`config.mk`:
```
export PLATFORM = sky130hd
export DESIGN_NAME = pedal_hold_speed_integrator_core
export DESIGN_NICKNAME = d
export VERILOG_FILES = /design/src/rtl/core/phsi_pkg.sv /design/src/rtl/core/pedal_hold_speed_integrator_core.sv /design/src/rtl/core/phsi_front.sv /design/src/rtl/core/phsi_accum.sv
export VERILOG_INCLUDE_DIRS = /design/src /design/src/rtl/core
export SDC_FILE = /design/constraint.sdc
export NUM_CORES = 1
export LEC_CHECK = 0
export ABC_AREA = 1
export ABC_CLOCK_PERIOD_IN_PS = 5450
export BUFFER_PORTS_ARGS = -buffer_cell sky130_fd_sc_hd__buf_2
export CAP_MARGIN = 20
export CORE_MARGIN = 3
export CORE_UTILIZATION = 39
export CTS_CLUSTER_DIAMETER = 50
export DETAILED_ROUTE_END_ITERATION = 16
export GPL_TIMING_DRIVEN = 0
export RECOVER_POWER = 25
export SYNTH_ARGS = -nofsm -noshare
export SYNTH_HDL_FRONTEND = slang
export SYNTH_HIERARCHICAL = 1
export SYNTH_SLANG_ARGS = --single-unit
```
`constraint.sdc`:
```
create_clock -name clock -period 5.45 [get_ports clock]
set_input_delay 0.2725 -clock clock [delete_from_list [all_inputs] [get_ports clock]]
set_output_delay 0.2725 -clock clock [all_outputs]
set_load 0.1 [all_outputs]
```
`src/rtl/core/pedal_hold_speed_integrator_core_macros.svh`:
```
// Assertion macros for the pedal hold and speed integrator core.
// All three forms sample on the rising clock edge and are off while reset is high.
`ifndef PEDAL_HOLD_SPEED_INTEGRATOR_CORE_MACROS_SVH
`define PEDAL_HOLD_SPEED_INTEGRATOR_CORE_MACROS_SVH

`ifndef ASSERT_OFF

`define PHSI_ASSERT(label, clk, rst, prop, msg) \
   label: assert property (@(posedge clk) disable iff (rst) (prop)) else $error(msg);

`define PHSI_ASSERT_IMPL(label, clk, rst, ante, cons, msg) \
   label: assert property (@(posedge clk) disable iff (rst) (ante) |-> (cons)) else $error(msg);

`define PHSI_ASSERT_NEXT(label, clk, rst, ante, cons, msg) \
   label: assert property (@(posedge clk) disable iff (rst) (ante) |=> (cons)) else $error(msg);

`else

`define PHSI_ASSERT(label, clk, rst, prop, msg)

`define PHSI_ASSERT_IMPL(label, clk, rst, ante, cons, msg)

`define PHSI_ASSERT_NEXT(label, clk, rst, ante, cons, msg)

`endif

`endif

```
`src/rtl/core/phsi_pkg.sv`:
```
`default_nettype none

package phsi_pkg;

   localparam int SAMPLE_W = 12;
   localparam int GAIN_W   = 16;
   localparam int HOLD_W   = 16;
   localparam int SPEED_W  = 24;
   localparam int PROD_W   = SAMPLE_W + GAIN_W;
   // Speed plus one product minus another fits with two bits of headroom.
   localparam int SUM_W    = PROD_W + 2;
   localparam int CSR_IDX_W = 3;

   typedef enum logic [CSR_IDX_W-1:0] {
      CSR_INPUT_ENABLE    = 3'd0,
      CSR_PRESS_THRESHOLD = 3'd1,
      CSR_HOLD_TICKS      = 3'd2,
      CSR_ACCEL_GAIN      = 3'd3,
      CSR_BRAKE_GAIN      = 3'd4,
      CSR_SPEED_CEILING   = 3'd5
   } csr_index_type;

   localparam logic [SAMPLE_W-1:0] THRESHOLD_RESET = 12'd50;
   localparam logic [HOLD_W-1:0]   HOLD_RESET      = 16'd10;

   typedef struct packed {
      logic                input_enable;
      logic [SAMPLE_W-1:0] press_threshold;
      logic [HOLD_W-1:0]   hold_ticks;
      logic [GAIN_W-1:0]   accel_gain;
      logic [GAIN_W-1:0]   brake_gain;
      logic [SPEED_W-1:0]  speed_ceiling;
   } cfg_type;

   typedef struct packed {
      logic              accel_press;
      logic              brake_press;
      logic [PROD_W-1:0] speed_up;
      logic [PROD_W-1:0] speed_down;
   } stage_type;

   typedef struct packed {
      logic [HOLD_W-1:0] count;
      logic              flag;
   } hold_type;

   // One tick of a pedal hold counter: a press reloads, then a nonzero count
   // steps down and the flag drops when it reaches zero.
   function automatic hold_type hold_step(logic press, hold_type cur,
                                          logic [HOLD_W-1:0] reload);
      hold_type          nxt;
      logic [HOLD_W-1:0] start;
      start     = press ? reload : cur.count;
      nxt.flag  = press | cur.flag;
      nxt.count = start;
      if (start != '0) begin
         nxt.count = start - {{(HOLD_W-1){1'b0}}, 1'b1};
         if (nxt.count == '0) begin
            nxt.flag = 1'b0;
         end
      end
      return nxt;
   endfunction

endpackage

`default_nettype wire

```
`src/rtl/core/pedal_hold_speed_integrator_core.sv`:
```
// Throughput: one beat per cycle unless the output stalls; a beat moves from the stage
// register to the result register when that is free. The compare and gain multiplies sit
// before the stage register, hold counters, speed add and clamp before the result register.
// Reset (synchronous, active high) clears speed, hold counters, flags and valids,
// and loads the register defaults; the block is ready in the cycle after reset.
`default_nettype none

module pedal_hold_speed_integrator_core (
   input  wire logic                                 clock,
   input  wire logic                                 reset,
   input  wire logic                                 req_valid,
   output logic                                      req_stall,
   input  wire logic [phsi_pkg::SAMPLE_W-1:0]        req_accel_sample,
   input  wire logic [phsi_pkg::SAMPLE_W-1:0]        req_brake_sample,
   output logic                                      rsp_valid,
   input  wire logic                                 rsp_stall,
   output logic [phsi_pkg::SPEED_W-1:0]              rsp_speed_now,
   output logic                                      rsp_accel_held,
   output logic                                      rsp_brake_held,
   input  wire logic                                 csr_valid,
   output logic                                      csr_ready,
   input  wire logic [phsi_pkg::CSR_IDX_W-1:0]       csr_index,
   input  wire logic [phsi_pkg::SPEED_W-1:0]         csr_data
);

   phsi_pkg::cfg_type   cfg_ff;
   phsi_pkg::cfg_type   cfg_in;
   phsi_pkg::stage_type stage;
   logic                step;
   logic                out_free;

   assign csr_ready = 1'b1;

   always_comb begin
      cfg_in = cfg_ff;
      if (csr_valid && csr_ready) begin
         case (csr_index)
            phsi_pkg::CSR_INPUT_ENABLE:
               cfg_in.input_enable = csr_data[0];
            phsi_pkg::CSR_PRESS_THRESHOLD:
               cfg_in.press_threshold = csr_data[phsi_pkg::SAMPLE_W-1:0];
            phsi_pkg::CSR_HOLD_TICKS:
               cfg_in.hold_ticks = csr_data[phsi_pkg::HOLD_W-1:0];
            phsi_pkg::CSR_ACCEL_GAIN:
               cfg_in.accel_gain = csr_data[phsi_pkg::GAIN_W-1:0];
            phsi_pkg::CSR_BRAKE_GAIN:
               cfg_in.brake_gain = csr_data[phsi_pkg::GAIN_W-1:0];
            phsi_pkg::CSR_SPEED_CEILING:
               cfg_in.speed_ceiling = csr_data;
            default: begin
               cfg_in = cfg_ff;
            end
         endcase
      end
   end

   always_ff @(posedge clock) begin
      if (reset) begin
         cfg_ff.input_enable    <= 1'b0;
         cfg_ff.press_threshold <= phsi_pkg::THRESHOLD_RESET;
         cfg_ff.hold_ticks      <= phsi_pkg::HOLD_RESET;
         cfg_ff.accel_gain      <= '0;
         cfg_ff.brake_gain      <= '0;
         cfg_ff.speed_ceiling   <= '0;
      end else begin
         cfg_ff <= cfg_in;
      end
   end

   // The result register can take a new beat when empty or being drained.
   assign out_free = !rsp_valid || !rsp_stall;

   phsi_front u_front (
      .clock            (clock),
      .reset            (reset),
      .req_valid        (req_valid),
      .req_stall        (req_stall),
      .req_accel_sample (req_accel_sample),
      .req_brake_sample (req_brake_sample),
      .cfg              (cfg_ff),
      .out_free         (out_free),
      .step             (step),
      .stage            (stage)
   );

   phsi_accum u_accum (
      .clock      (clock),
      .reset      (reset),
      .step       (step),
      .stage      (stage),
      .cfg        (cfg_ff),
      .rsp_stall  (rsp_stall),
      .rsp_valid  (rsp_valid),
      .speed_now  (rsp_speed_now),
      .accel_held (rsp_accel_held),
      .brake_held (rsp_brake_held)
   );

endmodule

`default_nettype wire

```
`src/rtl/core/phsi_front.sv`:
```
`default_nettype none

module phsi_front (
   input  wire logic                              clock,
   input  wire logic                              reset,
   input  wire logic                              req_valid,
   output logic                                   req_stall,
   input  wire logic [phsi_pkg::SAMPLE_W-1:0]     req_accel_sample,
   input  wire logic [phsi_pkg::SAMPLE_W-1:0]     req_brake_sample,
   input  wire phsi_pkg::cfg_type                 cfg,
   input  wire logic                              out_free,
   output logic                                   step,
   output phsi_pkg::stage_type                    stage
);

   logic                stage_valid_ff;
   logic                stage_valid_in;
   phsi_pkg::stage_type stage_ff;
   phsi_pkg::stage_type stage_in;
   logic                accept;
   logic                accel_press;
   logic                brake_press;

   assign req_stall = stage_valid_ff && !out_free;
   assign accept    = req_valid && !req_stall;
   assign step      = stage_valid_ff && out_free;
   assign stage     = stage_ff;

   assign accel_press = req_accel_sample > cfg.press_threshold;
   assign brake_press = req_brake_sample > cfg.press_threshold;

   always_comb begin
      stage_in.accel_press = accel_press;
      stage_in.brake_press = brake_press;
      stage_in.speed_up    = '0;
      stage_in.speed_down  = '0;
      if (cfg.input_enable && accel_press) begin
         stage_in.speed_up = req_accel_sample * cfg.accel_gain;
      end
      if (cfg.input_enable && brake_press) begin
         stage_in.speed_down = req_brake_sample * cfg.brake_gain;
      end
   end

   always_comb begin
      if (accept) begin
         stage_valid_in = 1'b1;
      end else if (step) begin
         stage_valid_in = 1'b0;
      end else begin
         stage_valid_in = stage_valid_ff;
      end
   end

   always_ff @(posedge clock) begin
      if (reset) begin
         stage_valid_ff <= 1'b0;
      end else begin
         stage_valid_ff <= stage_valid_in;
      end
   end

   always_ff @(posedge clock) begin
      if (accept) begin
         stage_ff <= stage_in;
      end
   end

endmodule

`default_nettype wire

```
`src/rtl/core/phsi_accum.sv`:
```
`default_nettype none

`include "pedal_hold_speed_integrator_core_macros.svh"

module phsi_accum (
   input  wire logic                            clock,
   input  wire logic                            reset,
   input  wire logic                            step,
   input  wire phsi_pkg::stage_type             stage,
   input  wire phsi_pkg::cfg_type               cfg,
   input  wire logic                            rsp_stall,
   output logic                                 rsp_valid,
   output logic [phsi_pkg::SPEED_W-1:0]         speed_now,
   output logic                                 accel_held,
   output logic                                 brake_held
);

   logic                                out_valid_ff;
   logic                                out_valid_in;
   logic [phsi_pkg::SPEED_W-1:0]        speed_ff;
   logic [phsi_pkg::SPEED_W-1:0]        speed_in;
   phsi_pkg::hold_type                  accel_ff;
   phsi_pkg::hold_type                  accel_in;
   phsi_pkg::hold_type                  brake_ff;
   phsi_pkg::hold_type                  brake_in;
   logic signed [phsi_pkg::SUM_W-1:0]   sum;
   logic signed [phsi_pkg::SUM_W-1:0]   limit;
   logic                                speed_in_range;

   assign accel_in = phsi_pkg::hold_step(stage.accel_press, accel_ff, cfg.hold_ticks);
   assign brake_in = phsi_pkg::hold_step(stage.brake_press, brake_ff, cfg.hold_ticks);

   assign sum = $signed({{(phsi_pkg::SUM_W-phsi_pkg::SPEED_W){1'b0}}, speed_ff})
              + $signed({2'b00, stage.speed_up})
              - $signed({2'b00, stage.speed_down});
   assign limit = $signed({{(phsi_pkg::SUM_W-phsi_pkg::SPEED_W){1'b0}}, cfg.speed_ceiling});

   always_comb begin
      if (sum > limit) begin
         speed_in = cfg.speed_ceiling;
      end else if (sum < 0) begin
         speed_in = '0;
      end else begin
         speed_in = sum[phsi_pkg::SPEED_W-1:0];
      end
   end

   // The result register is the integrator state; it only moves on a step,
   // which never happens while a finished beat is stalled.
   always_comb begin
      if (step) begin
         out_valid_in = 1'b1;
      end else if (rsp_stall) begin
         out_valid_in = out_valid_ff;
      end else begin
         out_valid_in = 1'b0;
      end
   end

   always_ff @(posedge clock) begin
      if (reset) begin
         out_valid_ff <= 1'b0;
         speed_ff     <= '0;
         accel_ff     <= '0;
         brake_ff     <= '0;
      end else begin
         out_valid_ff <= out_valid_in;
         if (step) begin
            speed_ff <= speed_in;
            accel_ff <= accel_in;
            brake_ff <= brake_in;
         end
      end
   end

   assign rsp_valid  = out_valid_ff;
   assign speed_now  = speed_ff;
   assign accel_held = accel_ff.flag;
   assign brake_held = brake_ff.flag;

   assign speed_in_range = speed_ff <= cfg.speed_ceiling;

   `PHSI_ASSERT_IMPL(a_speed_clamped, clock, reset, out_valid_ff, speed_in_range, "over ceiling")
   `PHSI_ASSERT(a_accel_hold, clock, reset, accel_ff.flag || ~|accel_ff.count, "accel flag low")
   `PHSI_ASSERT(a_brake_hold, clock, reset, brake_ff.flag || ~|brake_ff.count, "brake flag low")
   `PHSI_ASSERT_NEXT(a_no_step, clock, reset, !step, $stable({speed_ff, accel_ff}), "state moved")

endmodule

`default_nettype wire

```
==> results of run 1 <==
-- per-stage QoR --
stage	hold WS (ps)	utilization, %	std cells
after global placement	450.1	41.87	5002
final	17.84	43.28	5039
after detailed placement	455.9	41.91	5003
after floorplan	341.6	-	3990
after global routing	3.927	43.28	5039
after CTS	1.977	43.36	5058
-- metal layers --
metal / track usage [%] / vias to the layer above / routed length [um]
met1: 33.14 / 11120 / 39120
met3: 2.864 / 81 / 5561
met5: 0 / - / 0
li1: - / 11920 / -
met4: 4.074 / 0 / 1621
met2: 34.75 / 702 / 35180
-- power by group --
| part | total [mW] | switching, mW | internal, mW |
|---|---|---|---|
| clock | 1.87 | 0.796 | 1.08 |
| combinational | 1.77 | 1.18 | 0.585 |
| sequential | 1.68 | 0.0669 | 1.61 |
| total | 5.32 | 2.05 | 3.27 |
-- cell usage in the layout, fill, tap and decap left out, types with 5 or more instances in the layout --
| cell type | synthesis | routed |
|---|---|---|
| o21ai_1 | 17 | 17 |
| xor2_1 | 50 | 50 |
| buf_2 | 22 | 92 |
| clkbuf_16 | 0 | 28 |
| nor2_1 | 316 | 317 |
| dlygate4sd3_1 | 0 | 5 |
| nand3_2 | 8 | 8 |
| fa_1 | 305 | 305 |
| clkinv_2 | 0 | 5 |
| nand3_1 | 242 | 242 |
| dfxtp_1 | 145 | 142 |
| o21ai_0 | 12 | 12 |
| nor2_4 | 9 | 10 |
| clkbuf_2 | 0 | 20 |
| nor3_1 | 15 | 15 |
| o21ai_2 | 6 | 6 |
| inv_2 | 14 | 13 |
| nor2_2 | 36 | 34 |
| a21oi_1 | 128 | 128 |
| nand2_1 | 1174 | 1174 |
| nand2_2 | 25 | 25 |
| nand4_1 | 24 | 24 |
| xnor2_1 | 15 | 15 |
| nand3b_1 | 7 | 7 |
| clkbuf_1 | 97 | 73 |
| buf_4 | 12 | 12 |
| edfxtp_1 | 58 | 58 |
| ha_1 | 219 | 219 |
| inv_1 | 983 | 984 |
-- cells by family (layout without fill, tap and decap cells) --
family                     count (synthesis)  count (layout)  synth area share [%]
and+or+nand+nor                         1876            1876                 28.82
buffers and inverters                   1140            1258                 16.05
adders and majority gates                524             524                 32.40
DFF                                      203             203                 17.01
AOI/OAI and AO/OA                        181             181                 3.612
xor gates and xnor gates                  65              65                 2.085
other                                      1               1               0.01374
-- layout make-up --
| type | instances | area share, % |
|---|---|---|
| multi-input combinational | 2647 | 61.27 |
| sequential | 203 | 15.58 |
| inverter | 998 | 12.55 |
| tap | 931 | 3.904 |
| clock buffer | 29 | 2.394 |
| buffer | 123 | 1.950 |
| timing repair buffer | 87 | 1.572 |
| clock inverter | 21 | 0.7799 |
-- flip-flops by register name, summed over array words and instances, names as in the netlist --
name	flops
cfg_ff	85
u_front/stage	58
u_accum/speed_now	24
u_accum/accel_ff	16
u_accum/brake_ff	16
u_accum/accel_held	1
u_accum/brake_held	1
u_accum/rsp_valid	1
u_front/stage_valid_ff	1
-- worst min path at each step --
stage | start | end | slack [ps] | cells past startpoint
4_1_cts | csr_data[1] | cfg_ff[73] | 2 | 3
3_5_place_dp | u_accum/brake_ff[5] | u_accum/brake_ff[5] | 460 | 2
3_3_place_gp | u_accum/accel_ff[5] | u_accum/accel_ff[5] | 450 | 2
5_1_grt | csr_data[3] | cfg_ff[59] | 4 | 3
6_report | csr_data[3] | cfg_ff[59] | 20 | 3
2_1_floorplan | reset | u_front/stage_valid_ff | 340 | 1
-- worst max-delay path, cell delays in order --
cell and delay [ps]:
buf_2 90, clkbuf_1 410, clkbuf_1 550, nand2_1 140
fa_1 500, inv_1 50, fa_1 490, fa_1 520
fa_1 490, inv_1 50, fa_1 490, inv_1 50
ha_1 420, nand2_1 140, inv_1 90, nand2_1 110
nor2_1 200, nand3b_1 140, nand4_1 120, nand2_1 50
nor2_1 180
-- repair_timing --
item	4_1_cts	5_1_grt
gates resized for setup	0	44
setup endpoints to repair	0	33
hold buffers	5	0
endpoints found under the hold margin	4	0
==> run summary, run 1 <==
Postcts setup bufs = 0
Synth top area cells = fa_1 (22%), nand2_1 (16%), inv_1 (14%)
Final setup vio count = 0
Worst setup SP type = input pin
Placer Congestion = 0.9361
Worst slew margin = 41.09%
Final setup skew = 39.21 ps
Final period utilization = 95.30%
Vias in the first global route = 22800
CTS tree = done
Pleak = 16.61 nW
RSZ-0062 raised after global routing = false
MaxCap Viol Count = 0
Sequential Area = 4648 um^2
Drt pass-1 iters = 6
Number of synthesized register bits = 203
Residual DRC = 0
Setup slack after layout = 255.9 ps
Top cell type's share of synthesized area = 22.37%
Syn_area_per_cell = 6.842 um^2
Worst Path Max Fanout = 10
Area of the die = 73210 um^2
Area of the multi-input gates = 18280 um^2
Row count = 96
Worst Hold Class = in -> reg
CP Capture Type = flip-flop
Largest net degree at the start of global routing = 34
1st-iter DRT viols = 2080
Syn-to-layout area delta = 9.304%
Worst r2r path cells = 19
Nets@finish = 4667
Post-synth EDFFs = 58
Starting Density = 39.60%
Reg2Reg Setup Slack = 270 ps
Syn Std Cell Area = 27300 um^2
Routed WL = 81490 um
Setup TNS Final = 0 ps
Total number of vias = 23820
Maximum vdd drop = 243.5 uV
Post-route cell area = 29840 um^2
Outcome = finished, final reports clean
Period minus WS final = 5194 ps
PwrDens = 178.3 nW/um^2
Reg2reg end = u_front/stage[53]
Worst endpoint required time = 5840 ps
CP startpoint = req_accel_sample[5]
Grt ovf = 0
Io pins = 85
Final hold vios = 0
FMAX = 0.1925 GHz
Pins Over Slew Limit = 0
Clock Latency Late Sink = 590 ps
Initial antenna violation count = 0
First-pass GRT wire length = 128900 um
Detail Route Antenna Nets = 0
Reg-to-reg startpoint = cfg_ff[52]
Pre-CTS WS = -426.1 ps
CORE AREA = 68950 um^2
Arrival @ worst endpoint = 5590 ps
H-Tree Depth = 1
PortBufs = 81
Yosys warns = 6
N_diodes = 0
Cell variety after synth = 50
Synth Instances = 3990
Synth async-reset ratio = 0%
Num Clock Sinks = 203
Via density = 4.727
Clock Tree Buf Depth = 3
Kind of critical path = in -> reg
Least-Margin Pin Slew = 881.6 ps
Root Driver = clkbuf_16
Die X = 270.6 um
Most frequent cells after synthesis = nand2_1 (1174), inv_1 (983), nor2_1 (316), fa_1 (305), nand3_1 (242)
Largest area contributor in the netlist = fa_1
Detail Placement HPWL = 69240 um
Most frequent cell after synthesis = nand2_1
Clock slew at the register clock pins of the worst setup and hold paths = 70 ps
Overall Power = 5.319 mW
Post-Syn Nets = 4570
Routed WL per cell = 16.17 um
CP endpoint = u_front/stage[52]
Primary FF master, synth = dfxtp_1
Layout fillers = 7329
Fraction of layout cells with a size suffix above 1 = 7.205%
TritonCTS Buffers = 27
All-Layer GR Usage = 22.25%
Post-DP Area = 28900 um^2
Die Y = 270.6 um
Seq/Total Area, Yosys = 17.01%
(Power assumes the default switching activity.)
==> run 2: changes to the inputs <==
--- a/config.mk
+++ b/config.mk
@@ -9,13 +9,14 @@
 export ABC_AREA = 1
 export ABC_CLOCK_PERIOD_IN_PS = 5450
 export BUFFER_PORTS_ARGS = -buffer_cell sky130_fd_sc_hd__buf_2
-export CAP_MARGIN = 20
+export CAP_MARGIN = 0
 export CORE_MARGIN = 3
 export CORE_UTILIZATION = 39
 export CTS_CLUSTER_DIAMETER = 50
 export DETAILED_ROUTE_END_ITERATION = 16
 export GPL_TIMING_DRIVEN = 0
 export RECOVER_POWER = 25
+export REMOVE_ABC_BUFFERS = 1
 export SYNTH_ARGS = -nofsm -noshare
 export SYNTH_HDL_FRONTEND = slang
 export SYNTH_HIERARCHICAL = 1
==> run 2 against run 1 <==
  * The flow now finishes with violations (capacitance limit, slew limit)
  * Clock-buffer cell count up 11
  * Combinational power fell by 4%
  * Sequential share of layout area increased by 0.28 points
  * Utilization decreased by 0.63 points
  * Via count is 2.0% lower
  * Clock power is 4% higher
  * Register-to-register slack hardly changed
  * Non-clock buffer count fell by 118
  * Critical endpoint is now u_front/stage[22]
==> run summary, run 2 (same netlist as run 1, synthesis figures left out) <==
TritonCTS Buffers = 31
Residual DRC = 0
Detail Placement HPWL = 60830 um
Fraction of layout cells with a size suffix above 1 = 6.078%
Final period utilization = 95.30%
PwrDens = 181.8 nW/um^2
Io pins = 85
PortBufs = 83
Failing checks = capacitance limit, slew limit
Largest net degree at the start of global routing = 86
Min-delay src = csr_data[20]
Clock Tree Buf Depth = 3
Reg-to-reg startpoint = cfg_ff[25]
Largest register FFs = 85
Outcome = finished, violations left
Kind of critical path = reg -> reg
CP Capture Type = flip-flop
Arrival @ worst endpoint = 5520 ps
All-Layer GR Usage = 20.99%
Worst endpoint required time = 5780 ps
Post-DP Area = 28320 um^2
Layout fillers = 7291
Commonest non-fill, non-tap cell in the layout = nand2_1
RSZ-0062 raised after global routing = false
First-pass GRT wire length = 123500 um
Worst slew margin = -93.33%
Grt ovf = 0
Routed WL per cell = 15.66 um
Row count = 96
Root Driver = clkbuf_16
Least-Margin Pin Slew = 2900 ps
Reg with most FFs = cfg_ff
Worst r2r path cells = 18
1st-iter DRT viols = 1683
Initial antenna violation count = 1
Worst Path Max Fanout = 13
Reg2reg end = u_front/stage[22]
Setup TNS Final = 0 ps
Clock Latency Late Sink = 570 ps
Postcts setup bufs = 0
Placer Congestion = 0.9192
H-Tree Depth = 1
Final setup vio count = 0
Period minus WS final = 5194 ps
Clock slew at the register clock pins of the worst setup and hold paths = 60 ps
Area of the die = 73210 um^2
Final Util = 42.65%
Pins Over Slew Limit = 171
Final setup skew = 24.06 ps
MaxCap Viol Count = 3
Hold EP = cfg_ff[20]
Nets@finish = 4554
CTS tree = done
Syn-to-layout area delta = 7.709%
Num Clock Sinks = 203
Die Y = 270.6 um
Maximum vdd drop = 220.1 uV
Routed WL = 77210 um
Die X = 270.6 um
FMAX = 0.1925 GHz
Total number of vias = 23330
Reg2Reg Setup Slack = 260 ps
Via density = 4.732
Most frequent cells in the layout = nand2_1 (1174), inv_1 (980), nor2_1 (316)
Starting Density = 39.60%
Post-route cell area = 29400 um^2
Vias in the first global route = 22710
Detail Route Antenna Nets = 0
CORE AREA = 68950 um^2
Worst setup SP type = flip-flop
Drt pass-1 iters = 5
Pleak = 16.23 nW
Final hold vios = 0
Hold Path Stages = 5
Worst Hold Class = in -> reg
## run 2: how the worst max path moves through the flow
stage	depth (start not counted)	endpoint	slack (ps)	from
6_report	18	u_front/stage[22]	260	cfg_ff[25]
3_5_place_dp	22	u_accum/speed_now[16]	60	u_front/stage[8]
5_1_grt	20	u_front/stage[54]	5	cfg_ff[46]
2_1_floorplan	23	u_accum/speed_now[0]	670	u_accum/speed_now[7]
3_3_place_gp	22	u_accum/speed_now[16]	-0.8	u_front/stage[8]
4_1_cts	22	u_accum/speed_now[16]	8	u_front/stage[7]
## run 2: repair_timing
| item | 4_1_cts | 5_1_grt |
|---|---|---|
| resized for setup | 0 | 18 |
| hold buffers | 5 | 0 |
| hold endpoints to repair | 5 | 0 |
| setup endpoints to repair | 0 | 32 |
## run 2: layout make-up
class	instances	area [um^2]	area share, %
clock inverters	17	166.4	0.5659
flip-flops and latches	203	4663	15.86
clock buffers	40	849.6	2.889
inverters	998	3746	12.74
multi-input cells	2648	18300	62.24
well taps	931	1165	3.962
diodes	1	2.502	0.008510
repair buffers	92	510.5	1.736
## run 2: per-layer routing
layer / GRT usage, % / up-vias / share of wire (%)
met4: 5.437 / 0 / 2.7
met3: 2.128 / 98 / 5.8
met5: 0 / - / 0
met1: 30.08 / 10970 / 47
met2: 33.90 / 576 / 45
li1: - / 11680 / -
## run 2: power by group
part	total, mW	leakage, nW	switching [mW]	internal [mW]
logic	1.70	14.0	1.14	0.564
clock network	1.95	0.487	0.781	1.17
registers	1.69	1.78	0.0828	1.61
total	5.35	16.2	2.01	3.34
## run 2: worst max-delay path, cell delays in order, from the launching register on
cell and delay (ps):
dfxtp_1 770, nand2_1 160, fa_1 510, fa_1 490, inv_1 50, fa_1 470, fa_1 490, inv_1 50
fa_1 480, inv_1 40, ha_1 370, nand2_1 120, nor2_2 190, nand3_1 100, nand3_1 150, nand2_1 90
nand3_1 70, nand2_1 50, nor2_1 300
## run 2: stage by stage
step / total power, mW / worst slack, ps / hold slack [ps] / instances
2_1_floorplan: 2.892 / 672.7 / 341.6 / 3848
3_3_place_gp: 3.389 / -0.7563 / 449.6 / 4862
3_5_place_dp: 3.403 / 58.78 / 453.0 / 4865
4_1_cts: 5.382 / 7.617 / 31.83 / 4927
5_1_grt: 5.709 / 5.290 / 61.97 / 4929
6_report: 5.346 / 256.0 / 54.01 / 4930
